==> src/rtl/core/hq_pkg.sv <==
package hq_pkg;

    localparam int CAPACITY     = 1024;
    localparam int KEY_BITS     = 24;
    localparam int PAYLOAD_BITS = 16;
    localparam int IDX_W        = $clog2(CAPACITY);
    localparam int CNT_W        = $clog2(CAPACITY + 1);
    localparam int UPC_W        = 4;
    localparam int OP_W         = 4;

    // request kinds
    localparam logic REQ_PUSH = 1'b0;
    localparam logic REQ_POP  = 1'b1;

    // result status codes
    localparam logic [1:0] ST_OK    = 2'd0;
    localparam logic [1:0] ST_EMPTY = 2'd1;
    localparam logic [1:0] ST_FULL  = 2'd2;

    // microprogram addresses
    localparam logic [UPC_W-1:0] S_IDLE     = 4'd0;
    localparam logic [UPC_W-1:0] S_DISPATCH = 4'd1;
    localparam logic [UPC_W-1:0] S_PUSH     = 4'd2;
    localparam logic [UPC_W-1:0] S_UP_RD    = 4'd3;
    localparam logic [UPC_W-1:0] S_UP_CMP   = 4'd4;
    localparam logic [UPC_W-1:0] S_PUSH_FIN = 4'd5;
    localparam logic [UPC_W-1:0] S_POP      = 4'd6;
    localparam logic [UPC_W-1:0] S_POP_TAKE = 4'd7;
    localparam logic [UPC_W-1:0] S_DN_RD    = 4'd8;
    localparam logic [UPC_W-1:0] S_DN_CMP   = 4'd9;
    localparam logic [UPC_W-1:0] S_POP_FIN  = 4'd10;
    localparam logic [UPC_W-1:0] S_FULL     = 4'd11;
    localparam logic [UPC_W-1:0] S_EMPTY    = 4'd12;

    // jump conditions
    localparam logic [3:0] C_NEVER    = 4'd0;
    localparam logic [3:0] C_ALWAYS   = 4'd1;
    localparam logic [3:0] C_NO_START = 4'd2;
    localparam logic [3:0] C_IS_POP   = 4'd3;
    localparam logic [3:0] C_FULL     = 4'd4;
    localparam logic [3:0] C_AT_ROOT  = 4'd5;
    localparam logic [3:0] C_UP_LESS  = 4'd6;
    localparam logic [3:0] C_EMPTY    = 4'd7;
    localparam logic [3:0] C_NO_LEFT  = 4'd8;
    localparam logic [3:0] C_DN_GO    = 4'd9;

    // datapath operations
    localparam logic [OP_W-1:0] A_NONE      = 4'd0;
    localparam logic [OP_W-1:0] A_LOAD      = 4'd1;
    localparam logic [OP_W-1:0] A_PUSH_INIT = 4'd2;
    localparam logic [OP_W-1:0] A_RD_PARENT = 4'd3;
    localparam logic [OP_W-1:0] A_UP_STEP   = 4'd4;
    localparam logic [OP_W-1:0] A_PUSH_DONE = 4'd5;
    localparam logic [OP_W-1:0] A_RD_POP    = 4'd6;
    localparam logic [OP_W-1:0] A_POP_TAKE  = 4'd7;
    localparam logic [OP_W-1:0] A_RD_KIDS   = 4'd8;
    localparam logic [OP_W-1:0] A_DN_STEP   = 4'd9;
    localparam logic [OP_W-1:0] A_POP_DONE  = 4'd10;
    localparam logic [OP_W-1:0] A_FLAG_FULL = 4'd11;
    localparam logic [OP_W-1:0] A_FLAG_EMPT = 4'd12;

    typedef struct packed {
        logic                    req_type;
        logic [KEY_BITS-1:0]     key;
        logic [PAYLOAD_BITS-1:0] payload;
    } req_t;

    typedef struct packed {
        logic [KEY_BITS-1:0]     out_key;
        logic [PAYLOAD_BITS-1:0] out_payload;
        logic [1:0]              status;
        logic                    is_empty;
        logic [CNT_W-1:0]        occupancy;
    } rsp_t;

    typedef struct packed {
        logic [KEY_BITS-1:0]     key;
        logic [PAYLOAD_BITS-1:0] payload;
    } entry_t;

    typedef struct packed {
        logic [OP_W-1:0]  op;
        logic [3:0]       cond;
        logic [UPC_W-1:0] target;
    } uword_t;

    // datapath status seen by the sequencer
    typedef struct packed {
        logic is_pop;
        logic full;
        logic empty;
        logic at_root;
        logic up_less;
        logic no_left;
        logic dn_go;
    } flags_t;

    // control store: op, jump condition, jump target (else fall through)
    function automatic uword_t uc_rom(input logic [UPC_W-1:0] upc);
        uword_t w;
        case (upc)
            S_IDLE:     w = '{A_LOAD,      C_NO_START, S_IDLE};
            S_DISPATCH: w = '{A_NONE,      C_IS_POP,   S_POP};
            S_PUSH:     w = '{A_PUSH_INIT, C_FULL,     S_FULL};
            S_UP_RD:    w = '{A_RD_PARENT, C_AT_ROOT,  S_PUSH_FIN};
            S_UP_CMP:   w = '{A_UP_STEP,   C_UP_LESS,  S_UP_RD};
            S_PUSH_FIN: w = '{A_PUSH_DONE, C_ALWAYS,   S_IDLE};
            S_POP:      w = '{A_RD_POP,    C_EMPTY,    S_EMPTY};
            S_POP_TAKE: w = '{A_POP_TAKE,  C_NEVER,    S_IDLE};
            S_DN_RD:    w = '{A_RD_KIDS,   C_NO_LEFT,  S_POP_FIN};
            S_DN_CMP:   w = '{A_DN_STEP,   C_DN_GO,    S_DN_RD};
            S_POP_FIN:  w = '{A_POP_DONE,  C_ALWAYS,   S_IDLE};
            S_FULL:     w = '{A_FLAG_FULL, C_ALWAYS,   S_IDLE};
            S_EMPTY:    w = '{A_FLAG_EMPT, C_ALWAYS,   S_IDLE};
            default:    w = '{A_NONE,      C_ALWAYS,   S_IDLE};
        endcase
        return w;
    endfunction

endpackage

==> src/rtl/core/hq_seq.sv <==
module hq_seq (
    input  logic                    clk,
    input  logic                    rst_n,
    input  logic                    start,
    input  hq_pkg::flags_t          flags,
    output logic [hq_pkg::OP_W-1:0] op,
    output logic                    busy
);
    import hq_pkg::*;

    logic [UPC_W-1:0] upc_reg;
    logic [UPC_W-1:0] upc_next;
    uword_t           uw;
    logic             take;

    assign uw   = uc_rom(upc_reg);
    assign op   = uw.op;
    assign busy = (upc_reg != S_IDLE);

    always_comb
    begin
        case (uw.cond)
            C_NEVER:    take = 1'b0;
            C_ALWAYS:   take = 1'b1;
            C_NO_START: take = !start;
            C_IS_POP:   take = flags.is_pop;
            C_FULL:     take = flags.full;
            C_AT_ROOT:  take = flags.at_root;
            C_UP_LESS:  take = flags.up_less;
            C_EMPTY:    take = flags.empty;
            C_NO_LEFT:  take = flags.no_left;
            C_DN_GO:    take = flags.dn_go;
            default:    take = 1'b1;
        endcase
        upc_next = take ? uw.target : upc_reg + UPC_W'(1);
    end

    always_ff @(posedge clk or negedge rst_n)
    begin
        if (!rst_n)
            upc_reg <= S_IDLE;
        else
            upc_reg <= upc_next;
    end

    a_accept_busy: assert property (@(posedge clk) disable iff (!rst_n)
        (start && !busy) |=> (upc_reg == S_DISPATCH))
        else $error("accepted request did not enter dispatch");

    a_idle_stays: assert property (@(posedge clk) disable iff (!rst_n)
        (!start && !busy) |=> !busy)
        else $error("sequencer left idle without a request");

endmodule

==> config.mk <==
export PLATFORM = sky130hd
export DESIGN_NAME = hq_seq
export DESIGN_NICKNAME = d
export VERILOG_FILES = /design/src/rtl/core/hq_pkg.sv /design/src/rtl/core/hq_seq.sv
export SDC_FILE = /design/constraint.sdc
export NUM_CORES = 1
export LEC_CHECK = 0
export BUFFER_PORTS_ARGS = -buffer_cell sky130_fd_sc_hd__clkbuf_2
export CORE_AREA = 2 2 39 41
export DETAILED_ROUTE_END_ITERATION = 7
export DIE_AREA = 0 0 41 43
export PLACE_DENSITY = 0.57
export SYNTH_ARGS = -nofsm -noshare
export SYNTH_HDL_FRONTEND = slang
export SYNTH_SLANG_ARGS = --single-unit
==> constraint.sdc <==
create_clock -name clk -period 2.9 [get_ports clk]
set_input_delay 0.145 -clock clk [delete_from_list [all_inputs] [get_ports clk]]
set_output_delay 0.145 -clock clk [all_outputs]
set_load 0.01 [all_outputs]
; After elaboration in Yosys (flattened, before gate mapping)
; Memories as Yosys holds them, arrays and structs flattened.
; Index checks and enable logic that the tools add are counted.
[totals]
word_cells = 16
in_bits = 10
mem_bits_ro = 192
n_memories = 1
output_inout_bits = 5
ff_bits = 4
[memory_table]
columns = name, words, word_bits, rd, rd_clocked_by_memory_dff, wr, line
row1 = (no name shown), 16, 12, 1, 0, 0, hq_pkg.sv:101  ; case (upc)
[classes]
n_addsub = 1
n_reduce_logical = 3
n_eq_ne = 8
muxes = 2
[op_table]
columns = operator, count
row1 = "4-bit by 3-bit equality test with 1-bit output, second input constant", 4
row2 = 1-bit case mux with 9 select lines, 1
row3 = "4-bit by 2-bit equality test with 1-bit output, second input constant", 2
row4 = "4-bit equality test, second input constant", 2
row5 = "4-bit by 1-bit adder with 4-bit output, second input constant", 1
row6 = 4-bit logical NOT, 1
row7 = 4-bit two-way mux, 1
row8 = 4-bit nonzero test, 1
row9 = 1-bit logical NOT, 1

; Logic depth before layout (Yosys ltp)
; An unclocked memory read counts as a cell.
[logic_depth]
word_depth = 4
mapped_depth = 8
mapped_depth_nobuf = 8

; Worst setup path before layout
; OpenSTA, ideal clock, no wires.
[synth_timing]
kind = register to register
startpoint = register upc_reg[1]
endpoint = register upc_reg[2]
path_slack_ns = 0.696
t_arrival_ns = 2.108
path_stages_with_launch = 9
synth_period_minus_slack_ns = 2.204
t_required_ns = 2.805
path_buffers = 0
cell_sequence = dfrtp_1 -> inv_1 -> ha_1 -> or3b_1 -> o31ai_2 -> mux2i_1 -> o211ai_2 -> or3_1 -> o31ai_1
[synth_between]
elab_chain_cells = 4
word_cells_on_any_way = 13
classes_between = 1 x add/sub / 8 x eq/ne / 2 x mux / 1 x reduce/logical / 1 x memory
[synth_lines]
columns = item, line
row1 = start: declaration, hq_seq.sv:11  ; logic [UPC_W-1:0] upc_reg;
row2 = start signal: assignment, hq_seq.sv:43  ; upc_reg <= upc_next;
row3 = memory 16 x 12 bit, --
row4 = "4-bit equality test, or another cell as far along", hq_seq.sv:22  ; case (uw.cond)
row5 = 1-bit case mux with 9 select lines, hq_seq.sv:22
row6 = 4-bit two-way mux *, hq_seq.sv:35  ; upc_next = take ? uw.target : upc_reg + UPC_W'(1);
row7 = net upc_next[2], hq_seq.sv:12  ; logic [UPC_W-1:0] upc_next;
; Mark *: on every way through the listed nets, which the timed path passes. The rest lies on a longest branch.

; Worst setup path in the final report
; Ends and elaborated chain as after synthesis.

==> results.md <==
Die:
- The die outline area is around 1800 sq um.
- The horizontal die dimension is 41 microns.
- For this configuration, the core starts out at a cell density of between 30% and 40%.
- The count of pins on the block boundary is 15.
- The core outline area is roughly 1400 sq um.
- From bottom edge to top edge, the die measures roughly 43 microns.
- The number of placement rows is 14.

Setup path:
- The worst setup path category is reg -> reg.
- The worst-case register-to-register setup slack is around 0.44 ns.
- The worst setup path is launched from a register.
- The endpoint identified for the worst register-to-register timing path is upc_reg[2]$_DFF_PN0_.
- The kind of capture point of the worst setup path is a register.
- Counting cells, the worst reg-to-reg path comes to 8.
- The worst-path maximum fanout is 9.
- The data required time of the critical path is a little over 3 ns.
- For the worst setup path, the data arrival time is about 2.6 ns.
- The startpoint identified for the worst register-to-register timing path is upc_reg[1]$_DFF_PN0_.

Drt:
- Before antenna repair, the detailed router went through 4 iterations.
- The detailed router's first-iteration violation count is 4.
- For this block, the via count after detailed routing is 440.
- After detailed routing, the number of remaining DRC violations is 0.
- The remaining number of nets flagged by the antenna check after routing is 0.
- Summed over all layers, the routed wires come to ~1.0 mm.
- After detailed routing, the number of vias per cell comes to a little under 5.
- Dividing the detail-routed wire length by the instance count gives roughly 11 microns.

Layout:
- The final design utilization is a little over two fifths.
- The repair_antennas step left the layout with diodes totalling 0.
- The register with the most flip-flops in the layout has 4 of them.
- From synthesis to final layout, the design area changed by 25.46%.
- The final net count is 90.
- The ratio of cells with drive above 1 in the final layout is between 30% and 40%.
- The number of inserted filler cells in the final layout is ~150.

GRT:
- After global routing the overflow that remains totals 0.
- Entering global routing, the biggest net connects 15 pins.
- The number of global-route vias before repair is around 420.
- The initial antenna violation count is 0.
- The first global-routing pass estimated 1.738 mm of wire.
- The global routing usage summed across all routing layers is between 10% and 20%.

Logic synthesis:
- The synthesized netlist occupies a cell area of 471.7 sq um.
- Synthesis produced 55 cells.
- Of the post-synthesis cell area, the part taken by muxes is around a tenth.
- The number of enable-type register cells in the synthesized netlist is 0.
- The number of nets handed over by synthesis was a little under 70.
- After synthesis the netlist holds a flip-flop and latch count of 4.
- The simple-gate share of the synthesized area is between 10% and 20%.
- The compound-cell area share of the yosys netlist is 24.67%.
- The count of yosys warnings during synthesis is 0.
- The share of the Yosys chip area taken by registers is 21.22%.
- The post-synthesis async set-or-reset flop share is 100.0%.
- By area, the combinational part of the netlist is dominated by compound AO/OA/AOI/OAI gates.
- Of the total synthesized cell area, the portion taken by XOR and XNOR cells is 5.570%.
- The mean instance size in the synthesized netlist is ~8.6 sq um.
- The number of different library cells used by synthesis comes to 28.
- Summing the areas of all fa, ha and maj instances in the mapped netlist gives roughly a tenth of the synthesized area.
- In the synthesized netlist the dominant register cell turns out to be sky130_fd_sc_hd__dfrtp_1.

STA:
- Between clock sinks in the finished design, the worst skew comes to about 0.00053 ns.
- Derived from the worst setup path, the maximum achievable clock frequency is between 400 and 500 MHz.
- The shortest clock period the worst path allows after layout is 2.457 ns.
- Across all setup checks in the final design, the least slack found is about 0.44 ns.
- Setup repair after global routing left no endpoint under its margin.
- The final number of max-transition violations came to 0.
- The part of the cycle the worst path needs is 84.73%.
- The count of final hold-check violations is 0.
- Setup violations remaining at the end of the flow were counted as 0.
- Summed over all failing endpoints, the final setup total negative slack is 0 ns.
- For the pin with the worst max-slew slack, the measured transition is 0.3771 ns.
- The worst relative slew slack is about three quarters.

Clocking:
- After clock tree synthesis, the clock-pin slew on the worst setup and hold paths is ~0.04 ns.
- In this run the deepest clock path goes through 2 buffers.
- The clock root buffer is sky130_fd_sc_hd__clkbuf_4.
- The buffer count from post-CTS setup fixing is 0.
- The TritonCTS clock tree is yes.
- The clock buffer count from CTS is 3.
- CTS built an H-tree with a depth of 1.
- The latest clock arrival within the worst-skew pair is about 0.23 ns.
- The total number of clock tree sinks is 4.

Min path:
- The path class of the tightest hold or removal check is in -> async.

Power:
- The peak supply drop is around 0.56 mV.
- For this design the static power due to leakage is roughly 0.00029 uW.
- In this run the power density over the cells is ~1300 nW/um^2.

Placed design:
- The number of input and output port buffers inserted is 14.
- The weighted congestion reported at the end of routability-driven placement is around 0.8.
- Summed over all nets, the half-perimeter wirelength after detailed placement is around 800 microns.
- Prior to clock tree synthesis, the placed netlist has a worst setup slack of approximately 0.45 ns.

Status:
- The run finished with clean final reports.

Job:
- The max capacitance violation total is 0.
-- synth_stat cells, types with 2 or more instances --
master                     instances  share of area [%]
sky130_fd_sc_hd__nand2_1           6                4.8
sky130_fd_sc_hd__nor2_1            6                4.8
sky130_fd_sc_hd__mux2i_1           5                 11
sky130_fd_sc_hd__dfrtp_1           4                 21
sky130_fd_sc_hd__ha_1              4                 11
sky130_fd_sc_hd__inv_1             3                2.4
sky130_fd_sc_hd__a21boi_0          2                3.2
sky130_fd_sc_hd__a21oi_1           2                2.1
sky130_fd_sc_hd__o21ai_0           2                2.1
sky130_fd_sc_hd__o22ai_1           2                2.7
sky130_fd_sc_hd__xnor2_1           2                3.7
-- report_power, final --
part | switching [uW] | total, uW | internal, uW
Clock | 21.1 | 67.3 | 46.2
Sequential | 31.0 | 117 | 85.9
Combinational | 305 | 561 | 257
Total | 357 | 746 | 389
-- routing by layer --
| metal | routed length, microns | up-vias | part of all wire (%) | global-route usage (%) |
|---|---|---|---|---|
| li1 | - | 235 | - | - |
| met4 | 0 | 0 | 0 | 8.000 |
| met5 | 0 | - | 0 | 0 |
| met3 | 26 | 0 | 2.6 | 4.712 |
| met1 | 473 | 197 | 47 | 18.69 |
| met2 | 508 | 8 | 50 | 22.19 |
-- placed cells by master, fill, tap and decap left out, types with 2 or more instances in the layout --
| cell type | netlist | routed |
|---|---|---|
| sky130_fd_sc_hd__mux2i_1 | 5 | 5 |
| sky130_fd_sc_hd__clkbuf_2 | 0 | 14 |
| sky130_fd_sc_hd__xnor2_1 | 2 | 2 |
| sky130_fd_sc_hd__inv_1 | 3 | 3 |
| sky130_fd_sc_hd__o22ai_1 | 2 | 2 |
| sky130_fd_sc_hd__nor2_1 | 6 | 6 |
| sky130_fd_sc_hd__a21oi_1 | 2 | 2 |
| sky130_fd_sc_hd__a21boi_0 | 2 | 2 |
| sky130_fd_sc_hd__dfrtp_1 | 4 | 4 |
| sky130_fd_sc_hd__clkbuf_4 | 0 | 3 |
| sky130_fd_sc_hd__nand2_1 | 6 | 6 |
| sky130_fd_sc_hd__o21ai_0 | 2 | 2 |
| sky130_fd_sc_hd__ha_1 | 4 | 4 |
| sky130_fd_sc_hd__buf_4 | 0 | 3 |
-- final cells by class --
type / count / area [sq um] / share of cell area [%]
multi-input combinational: 46 / 335.3 / 56.66
timing repair buffer: 18 / 102.6 / 17.34
sequential: 4 / 100.1 / 16.91
clock buffer: 3 / 22.52 / 3.805
tap: 16 / 20.02 / 3.383
inverter: 3 / 11.26 / 1.903
-- worst max path at each step --
stage                              start                   end  slack (ns)  cells past startpoint
floorplan           upc_reg[1]$_DFF_PN0_  upc_reg[2]$_DFF_PN0_        0.70                      8
global placement    upc_reg[1]$_DFF_PN0_  upc_reg[2]$_DFF_PN0_        0.43                      8
detailed placement  upc_reg[1]$_DFF_PN0_  upc_reg[2]$_DFF_PN0_        0.45                      8
CTS                 upc_reg[1]$_DFF_PN0_  upc_reg[2]$_DFF_PN0_        0.43                      8
global route        upc_reg[1]$_DFF_PN0_  upc_reg[2]$_DFF_PN0_        0.27                      8
finish              upc_reg[1]$_DFF_PN0_  upc_reg[2]$_DFF_PN0_        0.44                      8
-- through the flow --
stage          hold slack (ns)  cell area, sq um  cells  power, uW
3_3_place_gp          -0.04694             559.3     86      676.5
2_1_floorplan          -0.1506             471.7     55      549.5
5_1_grt                 0.2534             591.8     90      835.1
3_5_place_dp          -0.04661             559.3     86      682.2
6_report                0.2549             591.8     90      745.6
4_1_cts                 0.2413             591.8     90      757.1
-- timing repair --
item,4_1_cts,5_1_grt
setup endpoints to repair,0,0
hold buffers,1,0
endpoints found under the hold margin,4,0
gates resized for setup,0,0
-- cell families after synthesis --
logic type | Yosys count
AND/OR/NAND/NOR | 19
AO/OA/AOI/OAI | 15
buffers and inverters | 5
multiplexers | 5
adder cells (fa/ha/maj) | 4
flip-flops | 4
XOR/XNOR | 3
-- worst max-delay path, cell delays in order, from the launching register on --
cell and delay, ns:
sky130_fd_sc_hd__dfrtp_1 0.49, sky130_fd_sc_hd__inv_1 0.15, sky130_fd_sc_hd__ha_1 0.36, sky130_fd_sc_hd__or3b_1 0.40, sky130_fd_sc_hd__o31ai_2 0.11, sky130_fd_sc_hd__mux2i_1 0.26
sky130_fd_sc_hd__o211ai_2 0.14, sky130_fd_sc_hd__or3_1 0.38, sky130_fd_sc_hd__o31ai_1 0.08
No activity file was read; power rests on OpenSTA's default activity.
